`src/rtl/urxf_pkg.sv`:
```
`timescale 1ns / 1ps

package urxf_pkg;

    localparam int TIMER_W       = 20;
    localparam int COUNT_W       = TIMER_W + 1;
    localparam int MAX_DATA_BITS = 16;
    localparam int SHIFT_W       = MAX_DATA_BITS + 1;
    localparam int FIFO_AW       = 4;
    localparam int FIFO_DEPTH    = 1 << FIFO_AW;
    localparam int IN_W          = 8;
    localparam int OUT_W         = 32;

    localparam logic [1:0] ERR_FRAMING = 2'h1;
    localparam logic [1:0] ERR_PARITY  = 2'h2;

    typedef enum logic [2:0] {
        REG_TICKS_PER_BIT    = 3'd0,
        REG_DATA_BITS        = 3'd1,
        REG_PARITY_ENABLE    = 3'd2,
        REG_PARITY_ODD       = 3'd3,
        REG_IRQ_LEVEL        = 3'd4,
        REG_RTS_ENABLE       = 3'd5,
        REG_RTS_HALT_LEVEL   = 3'd6,
        REG_RTS_RESUME_LEVEL = 3'd7
    } cfg_index_t;

    typedef struct packed {
        logic [TIMER_W-1:0] ticks_per_bit;
        logic [4:0]         data_bits;
        logic               parity_enable;
        logic               parity_odd;
        logic [3:0]         irq_level;
        logic               rts_enable;
        logic [3:0]         rts_halt_level;
        logic [3:0]         rts_resume_level;
    } cfg_t;

    typedef struct packed {
        logic                     valid;
        logic [1:0]               errors;
        logic [MAX_DATA_BITS-1:0] data;
    } push_t;

    typedef struct packed {
        logic                     word_done;
        logic                     rts_out;
        logic                     level_irq;
        logic                     overrun_flag;
        logic [FIFO_AW-1:0]       fill_level;
        logic                     fifo_not_empty;
        logic [1:0]               head_errors;
        logic [MAX_DATA_BITS-1:0] head_data;
    } result_t;

    localparam int RESULT_W = $bits(result_t);

    function automatic logic [4:0] clamp_bits(input logic [4:0] bits);
        clamp_bits = (bits > 5'(MAX_DATA_BITS)) ? 5'(MAX_DATA_BITS) : bits;
    endfunction

endpackage

```
`src/rtl/urxf_deframer.sv`:
```
`timescale 1ns / 1ps

module urxf_deframer
    import urxf_pkg::*;
(
    input  logic  clk,
    input  logic  rst_n,
    input  cfg_t  cfg,
    input  logic  tick,
    input  logic  rx_level,
    output push_t push
);

    logic               receiving_reg, receiving_next;
    logic               prev_level_reg;
    logic [COUNT_W-1:0] countdown_reg, countdown_next;
    logic [4:0]         bits_left_reg, bits_left_next;
    logic [4:0]         bit_pos_reg, bit_pos_next;
    logic [SHIFT_W-1:0] shift_reg, shift_next;
    logic               parity_reg, parity_next;

    logic [COUNT_W-1:0] start_count;
    logic [COUNT_W-1:0] bit_count;
    logic [COUNT_W-1:0] count_dec;
    logic [4:0]         width;
    logic [SHIFT_W-1:0] mask;

    assign width       = clamp_bits(cfg.data_bits);
    assign start_count = {1'b0, cfg.ticks_per_bit} + {2'b0, cfg.ticks_per_bit[TIMER_W-1:1]};
    assign bit_count   = (cfg.ticks_per_bit == '0) ? COUNT_W'(1) : {1'b0, cfg.ticks_per_bit};
    assign count_dec   = (countdown_reg != '0) ? countdown_reg - COUNT_W'(1) : '0;
    assign mask        = (SHIFT_W'(1) << width) - SHIFT_W'(1);

    always_comb
    begin
        receiving_next = receiving_reg;
        countdown_next = countdown_reg;
        bits_left_next = bits_left_reg;
        bit_pos_next   = bit_pos_reg;
        shift_next     = shift_reg;
        parity_next    = parity_reg;
        push.valid     = 1'b0;
        push.errors    = '0;
        push.data      = shift_reg[MAX_DATA_BITS-1:0] & mask[MAX_DATA_BITS-1:0];
        if (!receiving_reg)
        begin
            if (prev_level_reg && !rx_level)
            begin
                receiving_next = 1'b1;
                countdown_next = (start_count == '0) ? COUNT_W'(1) : start_count;
                bits_left_next = width + 5'(cfg.parity_enable);
                bit_pos_next   = '0;
                shift_next     = '0;
                parity_next    = cfg.parity_enable & cfg.parity_odd;
            end
        end
        else
        begin
            countdown_next = count_dec;
            if (count_dec == '0)
            begin
                if (bits_left_reg == '0)
                begin
                    // stop bit
                    receiving_next = 1'b0;
                    push.valid     = 1'b1;
                    if (!rx_level)
                    begin
                        push.errors = push.errors | ERR_FRAMING;
                    end
                    if (cfg.parity_enable && parity_reg)
                    begin
                        push.errors = push.errors | ERR_PARITY;
                    end
                end
                else
                begin
                    bits_left_next = bits_left_reg - 5'd1;
                    if (rx_level)
                    begin
                        if (bit_pos_reg <= 5'(MAX_DATA_BITS))
                        begin
                            shift_next = shift_reg | (SHIFT_W'(1) << bit_pos_reg);
                        end
                        parity_next = ~parity_reg;
                    end
                    if (bit_pos_reg <= 5'(MAX_DATA_BITS))
                    begin
                        bit_pos_next = bit_pos_reg + 5'd1;
                    end
                    countdown_next = bit_count;
                end
            end
        end
        if (!tick)
        begin
            push.valid = 1'b0;
        end
    end

    always_ff @(posedge clk or negedge rst_n)
    begin
        if (!rst_n)
        begin
            receiving_reg  <= 1'b0;
            prev_level_reg <= 1'b1;
            countdown_reg  <= '0;
            bits_left_reg  <= '0;
            bit_pos_reg    <= '0;
            shift_reg      <= '0;
            parity_reg     <= 1'b0;
        end
        else if (tick)
        begin
            receiving_reg  <= receiving_next;
            prev_level_reg <= rx_level;
            countdown_reg  <= countdown_next;
            bits_left_reg  <= bits_left_next;
            bit_pos_reg    <= bit_pos_next;
            shift_reg      <= shift_next;
            parity_reg     <= parity_next;
        end
    end

endmodule

```
`src/rtl/urxf_fifo.sv`:
```
`timescale 1ns / 1ps

module urxf_fifo
    import urxf_pkg::*;
(
    input  logic    clk,
    input  logic    rst_n,
    input  cfg_t    cfg,
    input  logic    tick,
    input  logic    pop_request,
    input  push_t   push,
    output result_t result
);

    localparam logic [FIFO_AW-1:0] FULL_LEVEL = FIFO_AW'(FIFO_DEPTH - 1);

    logic [MAX_DATA_BITS+1:0] store [FIFO_DEPTH];

    logic [FIFO_AW-1:0] wr_reg, wr_next;
    logic [FIFO_AW-1:0] rd_reg, rd_next;
    logic               overrun_reg, overrun_next;
    logic               rts_reg, rts_next;

    logic [FIFO_AW-1:0] fill_pre, fill_mid, fill_post;
    logic               do_pop, do_push;
    logic               rts_mid;
    logic [MAX_DATA_BITS+1:0] head;

    always_comb
    begin
        fill_pre = wr_reg - rd_reg;
        do_pop   = pop_request && (fill_pre != '0);
        rd_next  = rd_reg + FIFO_AW'(do_pop);
        fill_mid = wr_reg - rd_next;

        rts_mid = rts_reg;
        if (do_pop && cfg.rts_enable)
        begin
            priority if (fill_mid >= cfg.rts_halt_level)
                rts_mid = 1'b1;
            else if (fill_mid <= cfg.rts_resume_level)
                rts_mid = 1'b0;
            else
                rts_mid = rts_reg;
        end

        do_push      = push.valid && (fill_mid != FULL_LEVEL);
        overrun_next = overrun_reg | (push.valid && (fill_mid == FULL_LEVEL));
        wr_next      = wr_reg + FIFO_AW'(do_push);
        fill_post    = fill_mid + FIFO_AW'(do_push);

        rts_next = rts_mid;
        if (do_push && cfg.rts_enable)
        begin
            priority if (fill_post >= cfg.rts_halt_level)
                rts_next = 1'b1;
            else if (fill_post <= cfg.rts_resume_level)
                rts_next = 1'b0;
            else
                rts_next = rts_mid;
        end

        // a push into an empty FIFO becomes the head right away
        if (fill_post == '0)
            head = '0;
        else if (do_push && (wr_reg == rd_next))
            head = {push.errors, push.data};
        else
            head = store[rd_next];

        result.head_data      = head[MAX_DATA_BITS-1:0];
        result.head_errors    = head[MAX_DATA_BITS+1:MAX_DATA_BITS];
        result.fifo_not_empty = (fill_post != '0);
        result.fill_level     = fill_post;
        result.overrun_flag   = overrun_next;
        result.level_irq      = do_push && (fill_post == cfg.irq_level);
        result.rts_out        = cfg.rts_enable & rts_next;
        result.word_done      = push.valid;
    end

    always_ff @(posedge clk)
    begin
        if (tick && do_push)
        begin
            store[wr_reg] <= {push.errors, push.data};
        end
    end

    always_ff @(posedge clk or negedge rst_n)
    begin
        if (!rst_n)
        begin
            wr_reg      <= '0;
            rd_reg      <= '0;
            overrun_reg <= 1'b0;
            rts_reg     <= 1'b0;
        end
        else if (tick)
        begin
            wr_reg      <= wr_next;
            rd_reg      <= rd_next;
            overrun_reg <= overrun_next;
            rts_reg     <= rts_next;
        end
    end

endmodule

```
`src/rtl/urxf_skid.sv`:
```
`timescale 1ns / 1ps

module urxf_skid
    import urxf_pkg::*;
(
    input  logic             clk,
    input  logic             rst_n,
    input  logic             in_valid,
    output logic             in_ready,
    input  logic [OUT_W-1:0] in_data,
    output logic             out_valid,
    input  logic             out_ready,
    output logic [OUT_W-1:0] out_data
);

    logic             out_valid_reg;
    logic [OUT_W-1:0] out_data_reg;
    logic             skid_valid_reg;
    logic [OUT_W-1:0] skid_data_reg;
    logic             in_fire;

    assign in_ready  = !skid_valid_reg;
    assign in_fire   = in_valid && in_ready;
    assign out_valid = out_valid_reg;
    assign out_data  = out_data_reg;

    always_ff @(posedge clk or negedge rst_n)
    begin
        if (!rst_n)
        begin
            out_valid_reg  <= 1'b0;
            skid_valid_reg <= 1'b0;
        end
        else if (!out_valid_reg || out_ready)
        begin
            out_valid_reg  <= skid_valid_reg || in_fire;
            skid_valid_reg <= 1'b0;
        end
        else if (in_fire)
        begin
            skid_valid_reg <= 1'b1;
        end
    end

    always_ff @(posedge clk)
    begin
        if (!out_valid_reg || out_ready)
        begin
            out_data_reg <= skid_valid_reg ? skid_data_reg : in_data;
        end
        else if (in_fire)
        begin
            skid_data_reg <= in_data;
        end
    end

endmodule

```
`src/rtl/uart_receiver_with_fifo_rts.sv`:
```
`timescale 1ns / 1ps

// UART receiver with a 16-slot receive FIFO (15 usable entries) and RTS flow control.
// s_* : one beat per timer tick. s_tdata[0] = sampled RX level, s_tdata[1] = host pop.
// m_* : one status beat per input beat, showing the state after that tick: head entry,
//       fill level, sticky overrun, level interrupt pulse, RTS pin and word-done pulse.
// cfg_*: register write, index 0..7 as ticks_per_bit, data_bits, parity_enable,
//       parity_odd, irq_level, rts_enable, rts_halt_level, rts_resume_level.
//       Write only while no tick is in flight.
// A tick's status is registered in the output register, or the skid register on a stall.
// Throughput: one tick per cycle while s_tready is high; the whole tick update sits
// between the receiver/FIFO state registers and the output register, with no iteration.
// A two-beat output stage (output register plus skid register) keeps s_tready high while a
// single result waits; s_tready drops only when two results are held back by m_tready.
// The tick pipeline simply freezes while s_tready is low; no tick is lost or repeated.
// Reset: configuration returns to its defaults, receiver idle with the line assumed high,
// FIFO empty, overrun and RTS state cleared, output stage empty. No clearing pass.
module uart_receiver_with_fifo_rts
    import urxf_pkg::*;
(
    input  logic               clk,
    input  logic               rst_n,
    input  logic               cfg_we,
    input  logic [2:0]         cfg_index,
    input  logic [TIMER_W-1:0] cfg_data,
    input  logic               s_tvalid,
    output logic               s_tready,
    input  logic [IN_W-1:0]    s_tdata,   // [0] rx_level, [1] pop_request, rest zero
    output logic               m_tvalid,
    input  logic               m_tready,
    output logic [OUT_W-1:0]   m_tdata    // [15:0] head_data, [17:16] head_errors,
                                          // [18] fifo_not_empty, [22:19] fill_level,
                                          // [23] overrun_flag, [24] level_irq,
                                          // [25] rts_out, [26] word_done, rest zero
);

    cfg_t    cfg_reg;
    logic    tick;
    push_t   push;
    result_t result;

    assign tick = s_tvalid && s_tready;

    always_ff @(posedge clk or negedge rst_n)
    begin
        if (!rst_n)
        begin
            cfg_reg.ticks_per_bit    <= TIMER_W'(16);
            cfg_reg.data_bits        <= 5'd8;
            cfg_reg.parity_enable    <= 1'b0;
            cfg_reg.parity_odd       <= 1'b0;
            cfg_reg.irq_level        <= 4'd1;
            cfg_reg.rts_enable       <= 1'b0;
            cfg_reg.rts_halt_level   <= 4'd12;
            cfg_reg.rts_resume_level <= 4'd4;
        end
        else if (cfg_we)
        begin
            unique case (cfg_index_t'(cfg_index))
                REG_TICKS_PER_BIT:    cfg_reg.ticks_per_bit    <= cfg_data;
                REG_DATA_BITS:        cfg_reg.data_bits        <= cfg_data[4:0];
                REG_PARITY_ENABLE:    cfg_reg.parity_enable    <= cfg_data[0];
                REG_PARITY_ODD:       cfg_reg.parity_odd       <= cfg_data[0];
                REG_IRQ_LEVEL:        cfg_reg.irq_level        <= cfg_data[3:0];
                REG_RTS_ENABLE:       cfg_reg.rts_enable       <= cfg_data[0];
                REG_RTS_HALT_LEVEL:   cfg_reg.rts_halt_level   <= cfg_data[3:0];
                REG_RTS_RESUME_LEVEL: cfg_reg.rts_resume_level <= cfg_data[3:0];
                default: ;
            endcase
        end
    end

    urxf_deframer u_deframer (
        .clk      (clk),
        .rst_n    (rst_n),
        .cfg      (cfg_reg),
        .tick     (tick),
        .rx_level (s_tdata[0]),
        .push     (push)
    );

    urxf_fifo u_fifo (
        .clk         (clk),
        .rst_n       (rst_n),
        .cfg         (cfg_reg),
        .tick        (tick),
        .pop_request (s_tdata[1]),
        .push        (push),
        .result      (result)
    );

    urxf_skid u_skid (
        .clk       (clk),
        .rst_n     (rst_n),
        .in_valid  (s_tvalid),
        .in_ready  (s_tready),
        .in_data   ({(OUT_W - RESULT_W)'(0), result}),
        .out_valid (m_tvalid),
        .out_ready (m_tready),
        .out_data  (m_tdata)
    );

    // backpressure only when two results are held
    assert property (@(posedge clk) disable iff (!rst_n) !s_tready |-> m_tvalid)
        else $error("input stalled with empty output stage");

    assert property (@(posedge clk) disable iff (!rst_n) m_tvalid && m_tdata[24] |-> m_tdata[26])
        else $error("level interrupt without a finished word");

    assert property (@(posedge clk) disable iff (!rst_n)
        m_tvalid |-> (m_tdata[18] == (m_tdata[22:19] != 4'd0)))
        else $error("not-empty flag disagrees with fill level");

    assert property (@(posedge clk) disable iff (!rst_n)
        m_tvalid && !m_tdata[18] |-> (m_tdata[17:0] == 18'd0))
        else $error("head fields not zero on empty FIFO");

endmodule

```
`config.mk`:
```
export PLATFORM = sky130hd
export DESIGN_NAME = uart_receiver_with_fifo_rts
export DESIGN_NICKNAME = d
export VERILOG_FILES = /design/src/rtl/urxf_pkg.sv /design/src/rtl/urxf_deframer.sv /design/src/rtl/urxf_fifo.sv /design/src/rtl/urxf_skid.sv /design/src/rtl/uart_receiver_with_fifo_rts.sv
export SDC_FILE = /design/constraint.sdc
export NUM_CORES = 1
export LEC_CHECK = 0
export ABC_CLOCK_PERIOD_IN_PS = 6200
export BUFFER_PORTS_ARGS = -buffer_cell sky130_fd_sc_hd__buf_2
export CAP_MARGIN = 20
export CORE_ASPECT_RATIO = 1.2
export CORE_UTILIZATION = 45
export DETAILED_ROUTE_END_ITERATION = 12
export GPL_TIMING_DRIVEN = 0
export SLEW_MARGIN = 20
export SYNTH_ARGS = -nofsm -noshare
export SYNTH_HDL_FRONTEND = slang
export SYNTH_SLANG_ARGS = --single-unit
```
`constraint.sdc`:
```
create_clock -name clk -period 6.2 [get_ports clk]
set_clock_uncertainty 0.2 [all_clocks]
set_input_delay 0.31 -clock clk [delete_from_list [all_inputs] [get_ports clk]]
set_output_delay 0.31 -clock clk [all_outputs]
set_load 0.03 [all_outputs]
```
==> results.py, run 1 <==
metrics = {
    "status": {
        "status": "finished clean",
    },
    "synthesis": {
        "post_synth.cell_area_avg_sq_um": 14.2,
        "yosysTopAreaCellShare_pct": 49.2,
        "synth_area_leaders": "edfxtp_1, dfrtp_1, mux4_2",
        "yosysWarnings": 0,
        "synth_top_area_cell": "edfxtp_1",
        "synth_area_sq_um": 20900,
        "syn_inst": 1464,
        "yosysSeqAreaShare_pct": 61.5,
        "async_flop_share_pct": 23.0,
        "ys_ff_latch": 444,
        "ys.flop_type": "edfxtp_1",
        "ys_types": 82,
        "synth_edf_count": 342,
    },
    "critical_path": {
        "critPathKind": "reg -> reg",
        "start_kind": "flip-flop",
        "crit_fanout": 6,
        "worstPathArrival_ns": 5.98,
        "crit_required_ns": 6.32,
        "end_kind": "flip-flop",
    },
    "die": {
        "die_h_um": 238,
        "initial_core_util_pct": 45.5,
        "placementRows": 86,
        "ios": 70,
        "die_x_um": 199,
        "dieArea_sq_um": 47200,
        "core-area_sq_um": 45800,
    },
    "global_route": {
        "antenna_found_initial": 0,
        "grt_pass1_vias": 13400,
        "grt_pass1_wl_mm": 81.7,
        "grt_overflow": 0,
        "grt_use_total_pct": 23.6,
        "grt_max_degree": 69,
    },
    "drt": {
        "drt_iter0_drc": 958,
        "drt.antenna.violating_nets": 0,
        "drt-wirelength-per-cell_um": 23.7,
        "viasPerCell": 5.73,
        "routed_wl_mm": 53.9,
        "post-route-drc-count": 0,
        "dr.pass1.iters": 6,
        "vias": 13000,
    },
    "sta": {
        "hold_violations": 0,
        "fin_ws_ns": 0.335,
        "finalCriticalPeriod_ns": 5.87,
        "holdWs_ns": 0.0497,
        "max_slew_margin_pct": 24.7,
        "finalCritPeriodShare_pct": 94.6,
        "rsz0062_at_grt": "no",
        "finalSetupTns_ns": 0,
        "drv_slew": 0,
        "fmax_mhz": 170,
        "tightestPinTransition_ns": 1.13,
        "setup_violations": 0,
    },
    "pwr": {
        "peakVddDrop_mv": 0.250,
        "power.leakage_uw": 0.00864,
        "p_switching_uw": 3760,
        "clock_power_share_pct": 25.6,
        "swShare_pct": 35.8,
        "combPwrFrac_pct": 38.9,
        "pwr-share-seq_pct": 35.6,
        "cellPowerDensity_nw_per_um2": 433,
        "intPower_uw": 6740,
    },
    "placement": {
        "dp_slack_ns": -0.568,
        "globalplace.congestion": 0.902,
        "hpwl_mm": 37.8,
        "port_buffers": 57,
    },
    "clock_network": {
        "numCtsBuffers": 46,
        "clk_pin_slew_worst_paths_ns": 0.06,
        "cts_sinks": 444,
        "htree_levels": 2,
        "clock_latency_ns": 0.58,
        "root_buffer": "clkbuf_16",
        "tritoncts": "built",
        "clk_path_buf_depth": 3,
    },
    "finish": {
        "fin_util_pct": 53.0,
        "layout_common_cells": "edfxtp_1, nand2_1, dfrtp_1",
        "synthToLayoutAreaGrowth_pct": 16.4,
        "drive_above_1_share_pct": 22.1,
        "final_nets": 1733,
        "diodes": 0,
        "final_common_cell": "edfxtp_1",
        "largest_reg_flops": 288,
    },
    "run": {
        "drv_cap": 0,
    },
    "min_path": {
        "hold_class": "in -> reg",
    },
}
-- synthesized netlist by cell type, types with 5 or more instances --
master	number
and2_1	7
nor3b_1	8
nor4_1	10
a211oi_1	10
nand3_1	20
nor2_1	68
dfstp_2	7
inv_1	54
and3_1	8
o221ai_1	5
mux2_2	40
a21oi_1	64
a22oi_1	9
xnor2_1	36
nand4_1	14
a22o_1	16
o211ai_1	6
o22ai_1	7
nor2b_1	17
xor2_1	14
nor3_1	28
buf_1	8
a21boi_0	5
a31oi_1	6
or3_1	9
mux4_2	90
clkbuf_1	47
ha_1	69
dfrtp_1	95
nand2_1	130
edfxtp_1	342
a21o_1	16
nand2b_1	14
o21ai_0	80
buf_4	7
buf_2	7
o21bai_1	5
-- power groups by stage --
stage          sequential, uW  clock (uW)  combinational [uW]
2_1_floorplan            3900           0                2600
3_3_place_gp             3780           0                3840
3_5_place_dp             3790           0                3940
4_1_cts                  3730        2740                4030
5_1_grt                  3760        2830                4430
6_report                 3740        2690                4080
-- through the flow --
step                      area [sq um]  instances  total power (uW)
after floorplan                  20900       1468              6500
after global placement           21900       2141              7620
after detailed placement         22400       2165              7730
after CTS                        24200       2272             10500
after global routing             24300       2275             11000
final                            24300       2275             10500
-- path summary, 6_finish.rpt --
path,end,slack (ns),depth (start not counted),from
max in group asynchronous,cfg_reg[18],5.30,3,rst_n
min in group asynchronous,cfg_reg[24],0.10,2,rst_n
setup / recovery,u_skid.out_data[25],0.33,23,u_fifo.wr_reg[2]
setup reg to reg,u_skid.out_data[25],0.33,23,u_fifo.wr_reg[2]
hold / removal,cfg_reg[13],0.05,4,cfg_index[1]
hold reg to reg,u_fifo.overrun_reg,0.27,1,u_fifo.overrun_reg
-- worst max-delay path, stage by stage (launching register included) --
cell      delay (ns)
dfrtp_1         0.46
ha_1            0.23
xor2_1          0.17
o31ai_2         0.29
a31oi_1         0.12
ha_1            0.21
ha_1            0.36
inv_1           0.08
maj3_1          0.36
maj3_1          0.44
xnor2_4         0.26
nor2_4          0.10
nor3_4          0.21
ha_1            0.25
ha_4            0.18
xor2_4          0.29
ha_1            0.31
o21ai_0         0.09
nand2b_1        0.09
a21oi_1         0.15
a41o_1          0.15
a31oi_1         0.11
o21a_1          0.23
mux2_2          0.27
-- cell families (layout without fill, tap and decap cells) --
family | after synthesis | count (layout) | synth area share (%)
buf+inv | 128 | 319 | 2.58
flops | 444 | 444 | 61.5
mux | 135 | 135 | 12.1
simple gates | 359 | 359 | 8.63
compound gates | 275 | 275 | 8.67
fa+ha+maj | 72 | 72 | 4.33
other cells | 1 | 5 | 0.0180
xor+xnor | 50 | 50 | 2.10
-- layout make-up --
cell class	count	area (sq um)
Buffer	71	327
Clock buffer	60	1220
Clock inverter	20	220
Fill cell	3889	21600
Inverter	56	210
Multi-Input combinational cell	896	7760
Sequential cell	444	12800
Tap cell	616	771
Timing Repair Buffer	112	931
-- metal layers --
metal  track usage [%]  part of all wire [%]
met5                 0                     0
met4              10.7                   4.8
met3              3.24                   4.3
met2              41.7                    52
met1              28.5                    39
-- what timing repair did --
item                                   CTS  global route
setup buffers                            1             3
endpoints found under the hold margin  143             0
hold buffers                            27             0
setup endpoints to repair               22            11
resized for setup                        7             6
pin swaps                                2             2
Power figures use the tool's default switching activity.
==> run 2, diff against run 1 <==
--- a/config.mk
+++ b/config.mk
@@ -8,11 +8,12 @@
 export ABC_CLOCK_PERIOD_IN_PS = 6200
 export BUFFER_PORTS_ARGS = -buffer_cell sky130_fd_sc_hd__buf_2
 export CAP_MARGIN = 20
-export CORE_ASPECT_RATIO = 1.2
+export CORE_ASPECT_RATIO = 1.75
 export CORE_UTILIZATION = 45
 export DETAILED_ROUTE_END_ITERATION = 12
 export GPL_TIMING_DRIVEN = 0
 export SLEW_MARGIN = 20
 export SYNTH_ARGS = -nofsm -noshare
 export SYNTH_HDL_FRONTEND = slang
+export SYNTH_HIERARCHICAL = 1
 export SYNTH_SLANG_ARGS = --single-unit
==> run 2 against run 1 <==
Sequential power about the same. Core utilization about the same. Wire length decreased by 1.8%. Cell count decreased by 1.3%. Global-route usage decreased by 1.1 points. Critical endpoint is now u_skid/out_data[25].
==> results.py, run 2 <==
metrics = {
    "global_route": {
        "antenna_found_initial": 0,
        "grt_max_degree": 76,
        "grt_use_total_pct": 22.5,
        "grt_pass1_wl_mm": 81.6,
        "grt_overflow": 0,
        "grt_pass1_vias": 13600,
    },
    "synthesis": {
        "ys_ff_latch": 454,
        "syn_inst": 1443,
        "synth_top_area_cell": "edfxtp_1",
        "synth_most_common_cell": "edfxtp_1",
        "yosysSeqAreaShare_pct": 61.4,
        "ys.flop_type": "edfxtp_1",
        "yosysWarnings": 6,
        "async_flop_share_pct": 22.5,
        "yosysTopAreaCellShare_pct": 49.4,
        "synth_common_cells": "edfxtp_1, nand2_1, dfrtp_1",
        "synth_area_sq_um": 21400,
        "synth_edf_count": 352,
        "ys_types": 93,
        "synth_area_leaders": "edfxtp_1, dfrtp_1, mux4_2",
        "post_synth.cell_area_avg_sq_um": 14.8,
    },
    "sta": {
        "finalSetupTns_ns": 0,
        "setup_violations": 0,
        "fmax_mhz": 169,
        "finalCritPeriodShare_pct": 95.6,
        "rsz0062_at_grt": "no",
        "hold_violations": 0,
        "tightestPinTransition_ns": 1.04,
        "max_slew_margin_pct": 30.4,
        "drv_slew": 0,
        "finalCriticalPeriod_ns": 5.92,
    },
    "clock_network": {
        "clk_path_buf_depth": 3,
        "clk_pin_slew_worst_paths_ns": 0.06,
        "root_buffer": "clkbuf_16",
        "htree_levels": 2,
        "cts_sinks": 454,
        "numCtsBuffers": 43,
        "tritoncts": "built",
        "clock_latency_ns": 0.57,
    },
    "finish": {
        "fin_util_pct": 53.0,
        "final_common_cell": "edfxtp_1",
        "largest_reg_flops": 288,
        "final-instance-count-excl-fill": 2245,
        "drive_above_1_share_pct": 24.9,
        "diodes": 0,
        "final_nets": 1729,
        "final_area_sq_um": 24900,
        "synthToLayoutAreaGrowth_pct": 16.2,
        "layout_common_cells": "edfxtp_1, nand2_1, dfrtp_1",
    },
    "critical_path": {
        "end_kind": "flip-flop",
        "start_kind": "flip-flop",
        "crit_fanout": 10,
        "cp-startpoint": "u_deframer/countdown_reg[1]",
        "crit_required_ns": 6.32,
        "reg2reg_slack_ns": 0.28,
        "reg2reg_from": "u_deframer/countdown_reg[1]",
        "worstPathArrival_ns": 6.04,
        "critPathKind": "reg -> reg",
    },
    "placement": {
        "globalplace.congestion": 0.977,
        "port_buffers": 63,
        "placed_cells": 2128,
        "hpwl_mm": 38.3,
        "place_area_sq_um": 23000,
    },
    "drt": {
        "drt.antenna.violating_nets": 0,
        "dr.pass1.iters": 5,
        "viasPerCell": 5.79,
        "post-route-drc-count": 0,
        "drt-wirelength-per-cell_um": 23.6,
        "routed_wl_mm": 52.9,
        "drt_iter0_drc": 851,
        "vias": 13000,
    },
    "die": {
        "initial_core_util_pct": 45.6,
        "die_h_um": 290,
        "ios": 70,
        "dieArea_sq_um": 48500,
        "core-area_sq_um": 46900,
        "die_x_um": 167,
        "placementRows": 105,
    },
    "min_path": {
        "min_from": "s_tdata[1]",
        "hold_class": "in -> reg",
    },
    "pwr": {
        "cellPowerDensity_nw_per_um2": 392,
        "power.leakage_uw": 0.00910,
        "peakVddDrop_mv": 0.237,
        "combPwrFrac_pct": 36.3,
        "swShare_pct": 34.0,
        "intPower_uw": 6430,
        "pwr-share-seq_pct": 38.2,
        "p_switching_uw": 3310,
        "clock_power_share_pct": 25.5,
    },
    "run": {
        "drv_cap": 0,
    },
    "status": {
        "status": "finished clean",
    },
}
-- run 2: power groups by stage --
stage	Clock (uW)	Sequential, uW	Combinational [uW]
floorplan	0	3900	2270
global placement	0	3780	3320
detailed placement	0	3780	3410
CTS	2560	3720	3510
global route	2660	3750	3840
finish	2490	3720	3540
-- run 2: through the flow --
step	hold slack (ns)	total power [uW]	setup slack (ns)
3_5_place_dp	0.00682	7190	-0.851
6_report	0.0639	9750	0.275
4_1_cts	0.0583	9790	-0.121
3_3_place_gp	0.259	7100	-1.94
5_1_grt	0.0874	10200	0.0144
2_1_floorplan	-0.186	6170	0.447
-- run 2: metal layers --
layer | share of wire, % | vias to the layer above | track usage [%]
li1 | - | 5930 | -
met1 | 35 | 6642 | 24.0
met2 | 57 | 322 | 44.1
met3 | 3.0 | 110 | 2.18
met4 | 4.1 | 0 | 9.55
met5 | 0 | - | 0
-- run 2: worst paths after layout --
kind | endpoint | cells past startpoint
hold reg to reg | u_deframer/shift_reg[9] | 2
max in group asynchronous | cfg_reg[36] | 3
setup reg to reg | u_skid/out_data[25] | 21
min in group asynchronous | cfg_reg[7] | 2
setup / recovery | u_skid/out_data[25] | 21
hold / removal | u_fifo/rts_reg | 5
-- run 2: layout make-up --
type	instances	area (sq um)
plain buffers	63	344
clock buffers	59	1170
clock inverters	18	144
fillers	3881	22000
inverters	55	206
multi-input cells	880	8030
flip-flops and latches	454	13100
well taps	588	736
repair buffers	128	1090
-- run 2: cell families after synthesis --
logic type | after synthesis | share of synthesized area, %
buffers and inverters | 118 | 2.54
adder cells (fa/ha/maj) | 69 | 4.06
flip-flops | 454 | 61.4
AND/OR/NAND/NOR | 349 | 8.50
multiplexers | 185 | 14.9
AO/OA/AOI/OAI | 227 | 6.76
XOR/XNOR | 40 | 1.81
other | 1 | 0.0175
-- run 2: timing repair --
item | 4_1_cts | 5_1_grt
gates resized for setup | 16 | 16
setup buffers | 3 | 8
hold endpoints to repair | 144 | 0
hold buffers | 28 | 0
setup endpoints to repair | 41 | 14
pin swaps | 2 | 5
-- run 2: critical path: stages, from the launching register on --
cell      delay, ns
dfrtp_1        0.44
nor3_1         0.74
nand3_2        0.33
o2bb2a_1       0.36
o21a_1         0.24
nor4_4         0.23
or2_4          0.21
nor3b_4        0.20
and2_4         0.22
inv_1          0.09
a41o_1         0.22
buf_4          0.18
nor2_2         0.13
ha_4           0.26
ha_1           0.30
nor2b_1        0.15
o21a_1         0.17
nor3_1         0.13
nor2_1         0.09
o311ai_2       0.30
a31oi_2        0.17
mux2_4         0.30
==> run 3, diff against run 2 <==
--- a/config.mk
+++ b/config.mk
@@ -5,7 +5,7 @@
 export SDC_FILE = /design/constraint.sdc
 export NUM_CORES = 1
 export LEC_CHECK = 0
-export ABC_CLOCK_PERIOD_IN_PS = 6200
+export ABC_CLOCK_PERIOD_IN_PS = 4960
 export BUFFER_PORTS_ARGS = -buffer_cell sky130_fd_sc_hd__buf_2
 export CAP_MARGIN = 20
 export CORE_ASPECT_RATIO = 1.75
==> constraint.sdc (replaced) <==
create_clock -name clk -period 4.96 [get_ports clk]
set_clock_uncertainty 0.2 [all_clocks]
set_input_delay 0.248 -clock clk [delete_from_list [all_inputs] [get_ports clk]]
set_output_delay 0.248 -clock clk [all_outputs]
set_load 0.03 [all_outputs]
==> run 3 against run 2 <==
Combinational power rose by 43%. Global-route usage rose by 0.20 points. Wire length rose by 2.9%. Critical path type unchanged. The flow now finishes with violations (negative setup slack). Die area did not move. Design area rose by 4.1%. Flip-flop and latch count did not move. Hold slack improved by 0.0062 ns. Highest routed layer unchanged. Register-to-register slack got worse by 0.70 ns. Total power rose by 33%. Critical endpoint unchanged.
==> results.py, run 3 (same netlist as run 2, synthesis figures left out) <==
metrics = {
    "drt": {
        "viasPerCell": 5.74,
        "dr.pass1.iters": 5,
        "drt-wirelength-per-cell_um": 23.7,
        "vias": 13200,
        "drt.antenna.violating_nets": 0,
        "drt_iter0_drc": 700,
        "routed_wl_mm": 54.4,
        "post-route-drc-count": 0,
    },
    "global_route": {
        "grt_pass1_vias": 13700,
        "grt_pass1_wl_mm": 82.0,
        "grt_max_degree": 67,
        "grt_overflow": 0,
        "antenna_found_initial": 0,
        "grt_use_total_pct": 22.7,
    },
    "critical_path": {
        "end_kind": "flip-flop",
        "cp-startpoint": "u_deframer/countdown_reg[1]",
        "critical_path.max_stage_delay_ns": 0.55,
        "crit_fanout": 5,
        "start_kind": "flip-flop",
        "worstPathArrival_ns": 5.48,
        "crit_required_ns": 5.06,
        "crit_path_top_delay_cell": "or4b_4",
        "crit_buf_inv": 5,
        "reg2reg_from": "u_deframer/countdown_reg[1]",
        "critPathKind": "reg -> reg",
        "path_cells": "inv_2, ha_4, or4b_4, buf_6, xnor2_1, or3_4, nor4_4, or2_4, nor3b_4, and2_4, inv_4, a41o_1, buf_6, nor2_4, ha_4, buf_4, ha_1, a21o_1, a21o_1, a21oi_2, or2_2, a31oi_4, mux2_4",
        "crit_family": "simple AND/OR/NAND/NOR gates",
    },
    "finish": {
        "final_area_sq_um": 25900,
        "final_nets": 1776,
        "fin_util_pct": 55.2,
        "layout_common_cells": "edfxtp_1, nand2_1, dfrtp_1",
        "synthToLayoutAreaGrowth_pct": 21.0,
        "drive_above_1_share_pct": 30.3,
        "final_common_cell": "edfxtp_1",
        "diodes": 0,
        "largest_reg_flops": 288,
    },
    "sta": {
        "finalCritPeriodShare_pct": 109,
        "fmax_mhz": 186,
        "finalCriticalPeriod_ns": 5.39,
        "setup_violations": 37,
        "rsz0062_at_grt": "yes",
        "drv_slew": 0,
        "hold_violations": 0,
        "tightestPinTransition_ns": 1.06,
        "max_slew_margin_pct": 28.9,
        "finalSetupTns_ns": -6.58,
        "fin_ws_ns": -0.425,
    },
    "placement": {
        "globalplace.congestion": 0.972,
        "hpwl_mm": 37.9,
        "place_area_sq_um": 23100,
        "dp_slack_ns": -1.45,
        "port_buffers": 63,
    },
    "clock_network": {
        "tritoncts": "built",
        "clk_path_buf_depth": 3,
        "numCtsBuffers": 43,
        "htree_levels": 2,
        "cts_sinks": 454,
        "clk_pin_slew_worst_paths_ns": 0.06,
        "clock_latency_ns": 0.56,
        "root_buffer": "clkbuf_16",
    },
    "die": {
        "dieArea_sq_um": 48500,
        "die_x_um": 167,
        "die_h_um": 290,
        "initial_core_util_pct": 45.6,
        "placementRows": 105,
        "ios": 70,
        "core-area_sq_um": 46900,
    },
    "status": {
        "violations": "negative setup slack",
        "status": "finished with violations",
    },
    "min_path": {
        "hold_class": "in -> async",
    },
    "pwr": {
        "peakVddDrop_mv": 0.338,
        "power.leakage_uw": 0.00947,
        "cellPowerDensity_nw_per_um2": 502,
    },
    "run": {
        "drv_cap": 0,
    },
}
==> run 3: final cells by class <==
type | instances | area [sq um]
plain buffers | 60 | 369
clock buffers | 50 | 1100
clock inverters | 28 | 262
fillers | 3688 | 21000
inverters | 55 | 211
multi-input cells | 880 | 8420
flip-flops and latches | 454 | 13100
well taps | 588 | 736
repair buffers | 178 | 1650
==> run 3: worst paths after layout <==
| kind | end | slack (ns) | cells past startpoint |
|---|---|---|---|
| min reg2reg | u_deframer/shift_reg[8] | 0.28 | 2 |
| max | u_skid/out_data[25] | -0.43 | 23 |
| max reg2reg | u_skid/out_data[25] | -0.43 | 23 |
| min | cfg_reg[9] | 0.07 | 2 |
| max in group asynchronous | cfg_reg[35] | 4.12 | 3 |
| min in group clk | u_skid/out_valid | 0.07 | 3 |
==> run 3: per-layer routing <==
layer / GRT usage [%] / up-vias / share of wire [%]
met5: 0 / - / 0
met4: 10.6 / 0 / 4.5
met3: 2.30 / 140 / 3.2
met2: 44.9 / 326 / 58
met1: 23.4 / 6669 / 35
li1: - / 6017 / -
==> run 3: report_power, final <==
group          switching (uW)  total [uW]  internal, uW  leakage (uW)
clock network            1460        3270          1810      0.000662
logic                    2750        5060          2310       0.00421
registers                 217        4660          4440       0.00460
total                    4420       13000          8570       0.00947
==> run 3: per-stage QoR <==
| stage | cells | hold slack (ns) | total power, uW |
|---|---|---|---|
| 5_1_grt | 2293 | 0.0567 | 13600 |
| 2_1_floorplan | 1452 | -0.248 | 7800 |
| 6_report | 2293 | 0.0701 | 13000 |
| 3_5_place_dp | 2129 | -0.00997 | 9060 |
| 3_3_place_gp | 2103 | 0.256 | 8960 |
| 4_1_cts | 2272 | 0.0467 | 12700 |
==> run 3: what timing repair did <==
action	CTS	global route
buffers inserted	35	25
gates cloned	1	0
endpoints found under the hold margin	148	0
gates resized for setup	58	64
hold buffers	29	0
endpoints found under the setup margin	333	270
pin swaps	19	37
==> run 3: worst register-to-register path, stage by stage, from the launching register on <==
cell and delay, ns:
dfrtp_1 0.40, inv_2 0.08, ha_4 0.13, or4b_4 0.55
buf_6 0.17, xnor2_1 0.11, or3_4 0.34, nor4_4 0.32
or2_4 0.20, nor3b_4 0.20, and2_4 0.20, inv_4 0.03
a41o_1 0.22, buf_6 0.14, nor2_4 0.10, ha_4 0.23
buf_4 0.16, ha_1 0.28, a21o_1 0.17, a21o_1 0.18
a21oi_2 0.16, or2_2 0.15, a31oi_4 0.11, mux2_4 0.30
